<file path="src/hdl/tf256_pkg.sv">
`timescale 1ns / 1ps
// ----------------------------------------------------------------------------
// Threefish-256 encrypt package
// Types, constants and helper functions shared by the cipher core.
// ----------------------------------------------------------------------------
package tf256_pkg;

	localparam int WORD_W = 64;
	localparam int REG_IDX_W = 3;

	localparam logic [WORD_W-1:0] KEY_PARITY = 64'h1BD1_1BDA_A9FC_1A22;

	localparam logic [REG_IDX_W-1:0] REG_KEY0   = 3'd0;
	localparam logic [REG_IDX_W-1:0] REG_KEY1   = 3'd1;
	localparam logic [REG_IDX_W-1:0] REG_KEY2   = 3'd2;
	localparam logic [REG_IDX_W-1:0] REG_KEY3   = 3'd3;
	localparam logic [REG_IDX_W-1:0] REG_TWEAK0 = 3'd4;
	localparam logic [REG_IDX_W-1:0] REG_TWEAK1 = 3'd5;

	typedef logic [WORD_W-1:0] word_t;
	typedef logic [3:0][WORD_W-1:0] block_t;
	typedef logic [5:0] rot_t;

	typedef enum logic [2:0] {
		ST_IDLE,
		ST_SKEY,
		ST_INJECT,
		ST_ROUND,
		ST_OUT
	} state_t;

	typedef struct packed {
		rot_t r0;
		rot_t r1;
	} rot_pair_t;

	function automatic rot_pair_t rot_lookup(input logic [2:0] idx);
		rot_pair_t rp;
		case (idx)
			3'd0: rp = '{r0: 6'd14, r1: 6'd16};
			3'd1: rp = '{r0: 6'd52, r1: 6'd57};
			3'd2: rp = '{r0: 6'd23, r1: 6'd40};
			3'd3: rp = '{r0: 6'd5,  r1: 6'd37};
			3'd4: rp = '{r0: 6'd25, r1: 6'd33};
			3'd5: rp = '{r0: 6'd46, r1: 6'd12};
			3'd6: rp = '{r0: 6'd58, r1: 6'd22};
			3'd7: rp = '{r0: 6'd32, r1: 6'd32};
			default: rp = '{r0: 6'd0, r1: 6'd0};
		endcase
		return rp;
	endfunction

	function automatic word_t rotl64(input word_t x, input rot_t n);
		logic [2*WORD_W-1:0] d;
		d = {x, x} << n;
		return d[2*WORD_W-1:WORD_W];
	endfunction

endpackage

</file>
<file path="src/hdl/threefish256_encrypt.sv">
`timescale 1ns / 1ps
// ----------------------------------------------------------------------------
// Threefish-256 encrypt
// Iterative Threefish-256 block encryption with APB key and tweak registers.
// ----------------------------------------------------------------------------
// One 256-bit plaintext block enters on the slave stream, the ciphertext
// leaves on the master stream. A single round unit (two 64-bit adders, two
// rotators) runs one MIX round per cycle between injections, and four further
// adders inject a subkey in a state of their own; the subkey is registered
// ahead of its injection from rotating key and tweak rings. Each item passes
// through load, subkey setup, ceil(NUM_ROUNDS/4) + 1 injections, NUM_ROUNDS
// rounds and unload to the output register before the next block is accepted.
// The output register holds a result while the next block is taken in.
// Key and tweak registers sit at byte addresses 0, 8, ..., 40 (key words
// 0..3, tweak words 0..1); they must be written only while idle, and the
// block itself does not enforce this.
module threefish256_encrypt #(
	parameter int NUM_ROUNDS = 72
) (
	input  logic         clk,
	input  logic         arst_n,
	// APB configuration
	input  logic         psel,
	input  logic         penable,
	input  logic         pwrite,
	input  logic [5:0]   paddr,
	input  logic [63:0]  pwdata,
	output logic [63:0]  prdata,
	output logic         pready,
	// plaintext
	input  logic         s_axis_tvalid,
	output logic         s_axis_tready,
	input  logic [255:0] s_axis_tdata,  // plain0, plain1, plain2, plain3
	// ciphertext
	output logic         m_axis_tvalid,
	input  logic         m_axis_tready,
	output logic [255:0] m_axis_tdata   // cipher0, cipher1, cipher2, cipher3
);

	localparam int RND_W = $clog2(NUM_ROUNDS + 1);
	localparam int NUM_SKEYS = (NUM_ROUNDS + 3) / 4 + 1;
	localparam int SIDX_W = $clog2(NUM_SKEYS + 1);
	localparam int W = tf256_pkg::WORD_W;

	tf256_pkg::state_t state_q, state_d;

	tf256_pkg::word_t key_q [4];
	tf256_pkg::word_t tweak_q [2];
	tf256_pkg::word_t ek_q [5];
	tf256_pkg::word_t et_q [3];
	tf256_pkg::block_t work_q;
	tf256_pkg::block_t skey_q;
	tf256_pkg::block_t out_q;
	logic [RND_W-1:0] rnd_q;
	logic [SIDX_W-1:0] sidx_q;
	logic out_valid_q;

	logic do_load, do_inject, do_round, do_unload;
	logic [tf256_pkg::REG_IDX_W-1:0] reg_idx;
	logic cfg_write;

	tf256_pkg::rot_pair_t rot;
	tf256_pkg::word_t y0, y1, y2, y3;
	tf256_pkg::block_t skey_d;

	// configuration port
	assign pready = 1'b1;
	assign reg_idx = paddr[5:3];
	assign cfg_write = psel && penable && pwrite && pready;

	always_ff @(posedge clk or negedge arst_n) begin
		if (!arst_n) begin
			for (int i = 0; i < 4; i++) key_q[i] <= '0;
			for (int i = 0; i < 2; i++) tweak_q[i] <= '0;
		end else if (cfg_write) begin
			case (reg_idx)
				tf256_pkg::REG_KEY0:   key_q[0] <= pwdata;
				tf256_pkg::REG_KEY1:   key_q[1] <= pwdata;
				tf256_pkg::REG_KEY2:   key_q[2] <= pwdata;
				tf256_pkg::REG_KEY3:   key_q[3] <= pwdata;
				tf256_pkg::REG_TWEAK0: tweak_q[0] <= pwdata;
				tf256_pkg::REG_TWEAK1: tweak_q[1] <= pwdata;
				default: ;
			endcase
		end
	end

	always_comb begin
		case (reg_idx)
			tf256_pkg::REG_KEY0:   prdata = key_q[0];
			tf256_pkg::REG_KEY1:   prdata = key_q[1];
			tf256_pkg::REG_KEY2:   prdata = key_q[2];
			tf256_pkg::REG_KEY3:   prdata = key_q[3];
			tf256_pkg::REG_TWEAK0: prdata = tweak_q[0];
			tf256_pkg::REG_TWEAK1: prdata = tweak_q[1];
			default:               prdata = '0;
		endcase
	end

	// sequencer
	always_ff @(posedge clk or negedge arst_n) begin
		if (!arst_n) begin
			state_q <= tf256_pkg::ST_IDLE;
		end else begin
			state_q <= state_d;
		end
	end

	always_comb begin
		state_d = state_q;
		case (state_q)
			tf256_pkg::ST_IDLE: begin
				if (s_axis_tvalid) state_d = tf256_pkg::ST_SKEY;
			end
			tf256_pkg::ST_SKEY: begin
				state_d = tf256_pkg::ST_INJECT;
			end
			tf256_pkg::ST_INJECT: begin
				if (rnd_q == RND_W'(NUM_ROUNDS)) state_d = tf256_pkg::ST_OUT;
				else state_d = tf256_pkg::ST_ROUND;
			end
			tf256_pkg::ST_ROUND: begin
				if (rnd_q == RND_W'(NUM_ROUNDS - 1) || rnd_q[1:0] == 2'b11)
					state_d = tf256_pkg::ST_INJECT;
			end
			tf256_pkg::ST_OUT: begin
				if (!out_valid_q || m_axis_tready) state_d = tf256_pkg::ST_IDLE;
			end
			default: state_d = tf256_pkg::ST_IDLE;
		endcase
	end

	always_comb begin
		s_axis_tready = 1'b0;
		do_inject = 1'b0;
		do_round = 1'b0;
		do_unload = 1'b0;
		case (state_q)
			tf256_pkg::ST_IDLE:   s_axis_tready = 1'b1;
			tf256_pkg::ST_SKEY:   ;
			tf256_pkg::ST_INJECT: do_inject = 1'b1;
			tf256_pkg::ST_ROUND:  do_round = 1'b1;
			tf256_pkg::ST_OUT:    do_unload = !out_valid_q || m_axis_tready;
			default:              ;
		endcase
	end

	assign do_load = s_axis_tvalid && s_axis_tready;

	// round unit
	assign rot = tf256_pkg::rot_lookup(rnd_q[2:0]);
	assign y0 = work_q[0] + work_q[1];
	assign y1 = tf256_pkg::rotl64(work_q[1], rot.r0) ^ y0;
	assign y2 = work_q[2] + work_q[3];
	assign y3 = tf256_pkg::rotl64(work_q[3], rot.r1) ^ y2;

	assign skey_d[0] = ek_q[0];
	assign skey_d[1] = ek_q[1] + et_q[0];
	assign skey_d[2] = ek_q[2] + et_q[1];
	assign skey_d[3] = ek_q[3] + {{(W-SIDX_W){1'b0}}, sidx_q};

	always_ff @(posedge clk) begin
		skey_q <= skey_d;
		if (do_load) begin
			work_q <= s_axis_tdata;
			for (int i = 0; i < 4; i++) ek_q[i] <= key_q[i];
			ek_q[4] <= tf256_pkg::KEY_PARITY ^ key_q[0] ^ key_q[1] ^ key_q[2] ^ key_q[3];
			et_q[0] <= tweak_q[0];
			et_q[1] <= tweak_q[1];
			et_q[2] <= tweak_q[0] ^ tweak_q[1];
		end else if (do_inject) begin
			for (int i = 0; i < 4; i++) work_q[i] <= work_q[i] + skey_q[i];
			for (int i = 0; i < 4; i++) ek_q[i] <= ek_q[i+1];
			ek_q[4] <= ek_q[0];
			et_q[0] <= et_q[1];
			et_q[1] <= et_q[2];
			et_q[2] <= et_q[0];
		end else if (do_round) begin
			work_q <= {y1, y2, y3, y0};
		end
		if (do_unload) out_q <= work_q;
	end

	always_ff @(posedge clk or negedge arst_n) begin
		if (!arst_n) begin
			rnd_q <= '0;
			sidx_q <= '0;
			out_valid_q <= 1'b0;
		end else begin
			if (do_load || do_unload) begin
				rnd_q <= '0;
				sidx_q <= '0;
			end else begin
				if (do_round) rnd_q <= rnd_q + 1'b1;
				if (do_inject) sidx_q <= sidx_q + 1'b1;
			end
			if (do_unload) out_valid_q <= 1'b1;
			else if (m_axis_tready) out_valid_q <= 1'b0;
		end
	end

	assign m_axis_tvalid = out_valid_q;
	assign m_axis_tdata = out_q;

`ifndef SYNTHESIS
	a_idle_counters_clear: assert property (@(posedge clk) disable iff (!arst_n)
		state_q == tf256_pkg::ST_IDLE |-> rnd_q == '0 && sidx_q == '0)
		else $error("counters not cleared in idle");

	a_load_starts_skey: assert property (@(posedge clk) disable iff (!arst_n)
		s_axis_tvalid && s_axis_tready |=> state_q == tf256_pkg::ST_SKEY)
		else $error("accepted block did not start subkey setup");

	a_inject_origin: assert property (@(posedge clk) disable iff (!arst_n)
		state_q == tf256_pkg::ST_INJECT |->
			$past(state_q) == tf256_pkg::ST_SKEY || $past(state_q) == tf256_pkg::ST_ROUND)
		else $error("injection without a prepared subkey");

	a_final_subkey: assert property (@(posedge clk) disable iff (!arst_n)
		state_q == tf256_pkg::ST_INJECT && rnd_q == RND_W'(NUM_ROUNDS) |->
			sidx_q == SIDX_W'((NUM_ROUNDS + 3) / 4))
		else $error("final injection uses wrong subkey index");
`endif

endmodule

</file>
<file path="config.mk">
export PLATFORM = sky130hd
export DESIGN_NAME = threefish256_encrypt
export DESIGN_NICKNAME = d
export VERILOG_FILES = /design/src/hdl/tf256_pkg.sv /design/src/hdl/threefish256_encrypt.sv
export SDC_FILE = /design/constraint.sdc
export NUM_CORES = 2
export LEC_CHECK = 0
export ABC_AREA = 0
export BUFFER_PORTS_ARGS = -buffer_cell sky130_fd_sc_hd__buf_2
export CELL_PAD_IN_SITES_DETAIL_PLACEMENT = 1
export CELL_PAD_IN_SITES_GLOBAL_PLACEMENT = 1
export CORE_UTILIZATION = 49
export CTS_CLUSTER_DIAMETER = 80
export DETAILED_ROUTE_END_ITERATION = 6
export PLACE_DENSITY_LB_ADDON = 0.1
export SYNTH_ARGS = -nofsm -noshare
export SYNTH_HDL_FRONTEND = slang
export SYNTH_SLANG_ARGS = --single-unit
</file>
<file path="constraint.sdc">
create_clock -name clk -period 22.4 [get_ports clk]
set_clock_uncertainty 0.1 [all_clocks]
set_input_delay 1.12 -clock clk [delete_from_list [all_inputs] [get_ports clk]]
set_output_delay 1.12 -clock clk [all_outputs]
set_load 0.01 [all_outputs]
</file>
# Yosys cells after proc, flatten, opt, wreduce, memory -nomap -nowiden
# Memory sizes are Yosys's and may differ from the RTL's.
# Cells that the tools add are included.
# totals
regBits	1168
ramBits	512
mem_bits_ro	96
in_bits	333
output_inout_bits	323
wordCells	120
n_memories	3
# memory_table
name	words	word_bits	rd	rd_clocked_by_memory_dff	write_ports	line	text
ek_q	5	64	5	0	5	threefish256_encrypt.sv:49	tf256_pkg::word_t ek_q [5];
et_q	3	64	3	0	3	threefish256_encrypt.sv:50	tf256_pkg::word_t et_q [3];
(no name shown)	8	12	1	0	0	tf256_pkg.sv:39	case (idx)
# classes
add_sub_neg	11
eq_ne	15
shift	2
muxes	32
bitwise	15
n_reduce_logical	20
# ops
op	count
$mux W256	3
$add A64 B64 Y64	8
$mux W64	8
$pmux W64 S6	1
$xor A64 B64 Y64	6
$shl A128 B6 Y128	2
$add A64 B5 Y64	1
$not A32 Y32	1
$pmux W3 S5	1
$eq A7 B7 Y1 const B	2
$mux W7	2
$eq A3 B2 Y1 const B	4
$mux W3	4
$reduce_and A2 Y1	6
$mux W1	11
$mux W5	2
$eq A3 B3 Y1 const B	3
$or A1 B1 Y1	8
$add A7 B1 Y7 const B	1
$eq A3 B1 Y1 const B	2
$logic_not A3 Y1	2
$ne A2 B2 Y1 const B	3
$reduce_bool A2 Y1	3
$add A5 B1 Y5 const B	1
other kinds (6)	10

# Depth between registers and ports, before layout
# logic_depth
depth_word	6
ltp_mapped	17
ltp_nobuf	14

# Worst setup path after synthesis
# Ideal clock, no wire load.
# synth_path
kind	input to register
start	input port s_axis_tvalid
end	register work_q[158] (netlist bit) (data pin)
setup_time_ns	0.899
arrival_time_ns	16.501
required_ns	21.401
setup_slack_ns	4.899
path_stages	7
n_path_buf	3
path_cell_list	and3_1 clkbuf_1 nor2_1 inv_2 clkbuf_8 clkbuf_1 o221ai_1
# synth_via
elab_chain_len	2
# synth_lines
item	line	text
start: declaration	threefish256_encrypt.sv:31	input logic s_axis_tvalid,
$logic_and A1 B1 Y1	threefish256_encrypt.sv:148	assign do_load = s_axis_tvalid && s_axis_tready;
$mux W256	threefish256_encrypt.sv:164	if (do_load) begin
end signal: assignment	threefish256_encrypt.sv:165	work_q <= s_axis_tdata;
end signal: assignment	threefish256_encrypt.sv:179	work_q <= {y1, y2, y3, y0};
end: declaration	threefish256_encrypt.sv:51	tf256_pkg::block_t work_q;
# Every way passes these cells.
# A chain may end at the register's enable or synchronous reset.

==> results.md <==
* Gr usage total at 0.432
* Final setup TNS at 0 ps
* Fin crit share at 0.305
* Chip width at 467 um
* Top post-synthesis cells by area: edfxtp_1 29%, dfrtp_1 9.4%, nand2_1 7.1%, ha_1 6.1%, xnor2_1 5.0%
* Row count at 170
* First-pass GRT wire length at between 600000 and 700000 um
* Slew HR at -0.0900
* Final wirelength at 484000 um
* Hold-fix buffers, CTS at 0
* Top cell by count, worst path: buf_4
* Die Area at ~220000 um^2
* Synth area leader: edfxtp_1
* Die Y-Extent at between 400 and 500 um
* Clk slew on worst S/H paths at 70 ps
* WL/cell at approximately 34 um
* Failing checks: design-rule violations, max-capacitance violations, max-slew violations
* Fin. max-slew vios at 18
* Cells after synthesis at 10800
* Number of global-route vias before repair at between 90000 and 100k
* CTS tree: built
* Nets at about 12000
* # resized after CTS at 0
* Ports at around 660
* Final GP Congestion at 1.06
* Initial DRC count at 11300
* H-tree depth at 4
* DRC Markers at 2
* CP max FO at 160
* Most common cell after layout, fill and taps aside: nand2_1
* Count of final setup violators at 0
* Cell Chain, Critical Path: nor2_1 -> and3_4 -> nor2_4 -> inv_8 -> buf_4 -> buf_4 -> buf_4 -> buf_12 -> buf_4
* Starting Density at 0.493
* Highest Clock Rate at ~0.15 GHz
* Path type of the worst setup path: flip-flop to flip-flop
* Layout cells sized above 1 at 0.152
* Hold WC Path Type: input port to asynchronous set/reset pin
* Fin Hold WS at 198 ps
* Clk sinks at between 1500 and 2000
* Post-synthesis sequential area ratio at 0.433
* Core Util, Final at 0.550
* # Max-Cap Violations at 4
* Core Region at 215000 um^2
* Critical Path RT at 22810 ps
* RSZ-0062 raised after global routing: false
* HPWL after DPL at 365000 um
* Most frequent cells in the layout: 1989 x nand2_1, 1024 x edfxtp_1, 730 x a21oi_1
* Final antenna-violating net count at 0
* Mean Syn Cell Area at 9.85 um^2
* Crit-path max cell delay at 840 ps
* EDFF count, synth at 1024
* Distinct cells, synth at about 120
* Vias post-DR at approximately 94000
* Total CTS buffers at 194
* Grt ovf at 0
* Ys flop type: edfxtp_1
* Async SR Flop Fraction at 0.238
* PortBufs at ~650
* Worst Tran Pin Value at roughly 1600 ps
* Largest net degree at the start of global routing at about 230
* Non-Filler Instances at 14200
* Total setup buffers inserted after CTS at 0
* Setup crit start kind: flip-flop
* Clock insertion delay at the later pin of the skew report at 890 ps
* DR vias/cell at roughly 6.6
* Synthesized area at 106000 um^2
* Endpoints failing hold at 0
* Crit-path slowest cell: buf_4
* Net Count, Synth at 11600
* Synth Register Bits at 1680
* Area delta synth->final at 11.6%
* CP endpoint kind: flip-flop
* Yosys warning count at 0
* WP data arrival at 7250 ps
* Inst Count DP at 13800
* Outcome: finished, violations left
* Clk root buf: clkbuf_16
* Fill cells at 23600
* Clk buf depth at 3
* Initial antenna violation count at 80
* Yosys top cell area share at 0.290
* Drt pass-1 iters at 7
* Period minus WS final at a little under 7000 ps
per-layer routing:
layer	share of wire	GRT usage	vias up
li1	-	-	40000
met1	0.39	0.564	47500
met2	0.43	0.640	5305
met3	0.11	0.107	1143
met4	0.076	0.278	42
met5	0.00056	0.00110	-
critical path: cells and delay by family (launching register included):
kind                   cells  cell delay, ps
buffers and inverters      6            4430
and+or+nand+nor            3            1080
DFF                        1             510
sequential cells by signal (all words and copies together), names as in the netlist:
name           count
m_axis_tdata     256
m_axis_tvalid      1
ek_q             320
skey_q           256
rnd_q              7
tweak_q          128
key_q            256
et_q             192
work_q           256
sidx_q             5
state_q            3
final timing paths:
check	start	to	slack [ps]	cells after the start
worst max-delay path	state_q[2]	ek_q[0][207]	15570	9
worst min register to register	ek_q[0][54]	skey_q[54]	270	0
max in group asynchronous	arst_n	tweak_q[57]	19760	3
worst max register to register	state_q[2]	ek_q[0][207]	15570	9
min in group clk	ek_q[0][54]	skey_q[54]	270	0
worst min-delay path	arst_n	sidx_q[2]	200	1
cells by family (layout without fill, tap and decap cells):
group / after synthesis / in the layout / share of synthesized area
muxes: 945 / 945 / 0.108
adders and majority gates: 524 / 524 / 0.0625
and+or+nand+nor: 3286 / 3286 / 0.133
xor gates and xnor gates: 922 / 922 / 0.0767
AOI/OAI and AO/OA: 2647 / 2647 / 0.158
other: 1 / 53 / 0.0000354
buffers and inverters: 752 / 1285 / 0.0290
DFF: 1680 / 1680 / 0.433
layout make-up:
class / count / area [um^2] / share of cell area
repair buffers: 772 / 4240 / 0.0359
clock buffers: 259 / 5370 / 0.0454
clock inverters: 110 / 1260 / 0.0106
inverters: 144 / 548 / 0.00464
diodes: 52 / 130 / 0.00110
flip-flops and latches: 1680 / 45900 / 0.388
multi-input cells: 8325 / 57300 / 0.484
well taps: 2838 / 3550 / 0.0300
metrics by stage:
step | cell area, um^2 | setup slack (ps)
2_1_floorplan | 106000 | 4900
3_3_place_gp | 111000 | 15150
3_5_place_dp | 111000 | 15060
4_1_cts | 118000 | 15510
5_1_grt | 118000 | 15200
6_report | 118000 | 15570
cell usage after synthesis, types with 33 or more instances:
master / number
o31ai_1: 38
a31oi_1: 91
nor3_1: 90
nand3_1: 211
a21o_1: 284
a21oi_1: 732
dfrtp_1: 400
nor2_1: 499
nor2b_1: 59
inv_1: 143
buf_1: 39
o21a_1: 52
o221ai_1: 55
mux2i_1: 422
clkbuf_1: 480
xnor2_1: 608
o211ai_1: 52
o21ai_0: 633
a211oi_1: 86
buf_2: 58
mux2_2: 408
nand2_1: 1993
xor2_1: 310
and3_1: 69
mux4_2: 114
nand4_1: 150
edfxtp_1: 1024
nand2b_1: 38
o21bai_1: 101
and2_1: 33
a22oi_1: 263
dfxtp_1: 256
ha_1: 515
Power is left out: the tool's default activity adds up to more than one toggle a clock period on the data nets, which glitch-free logic cannot reach.
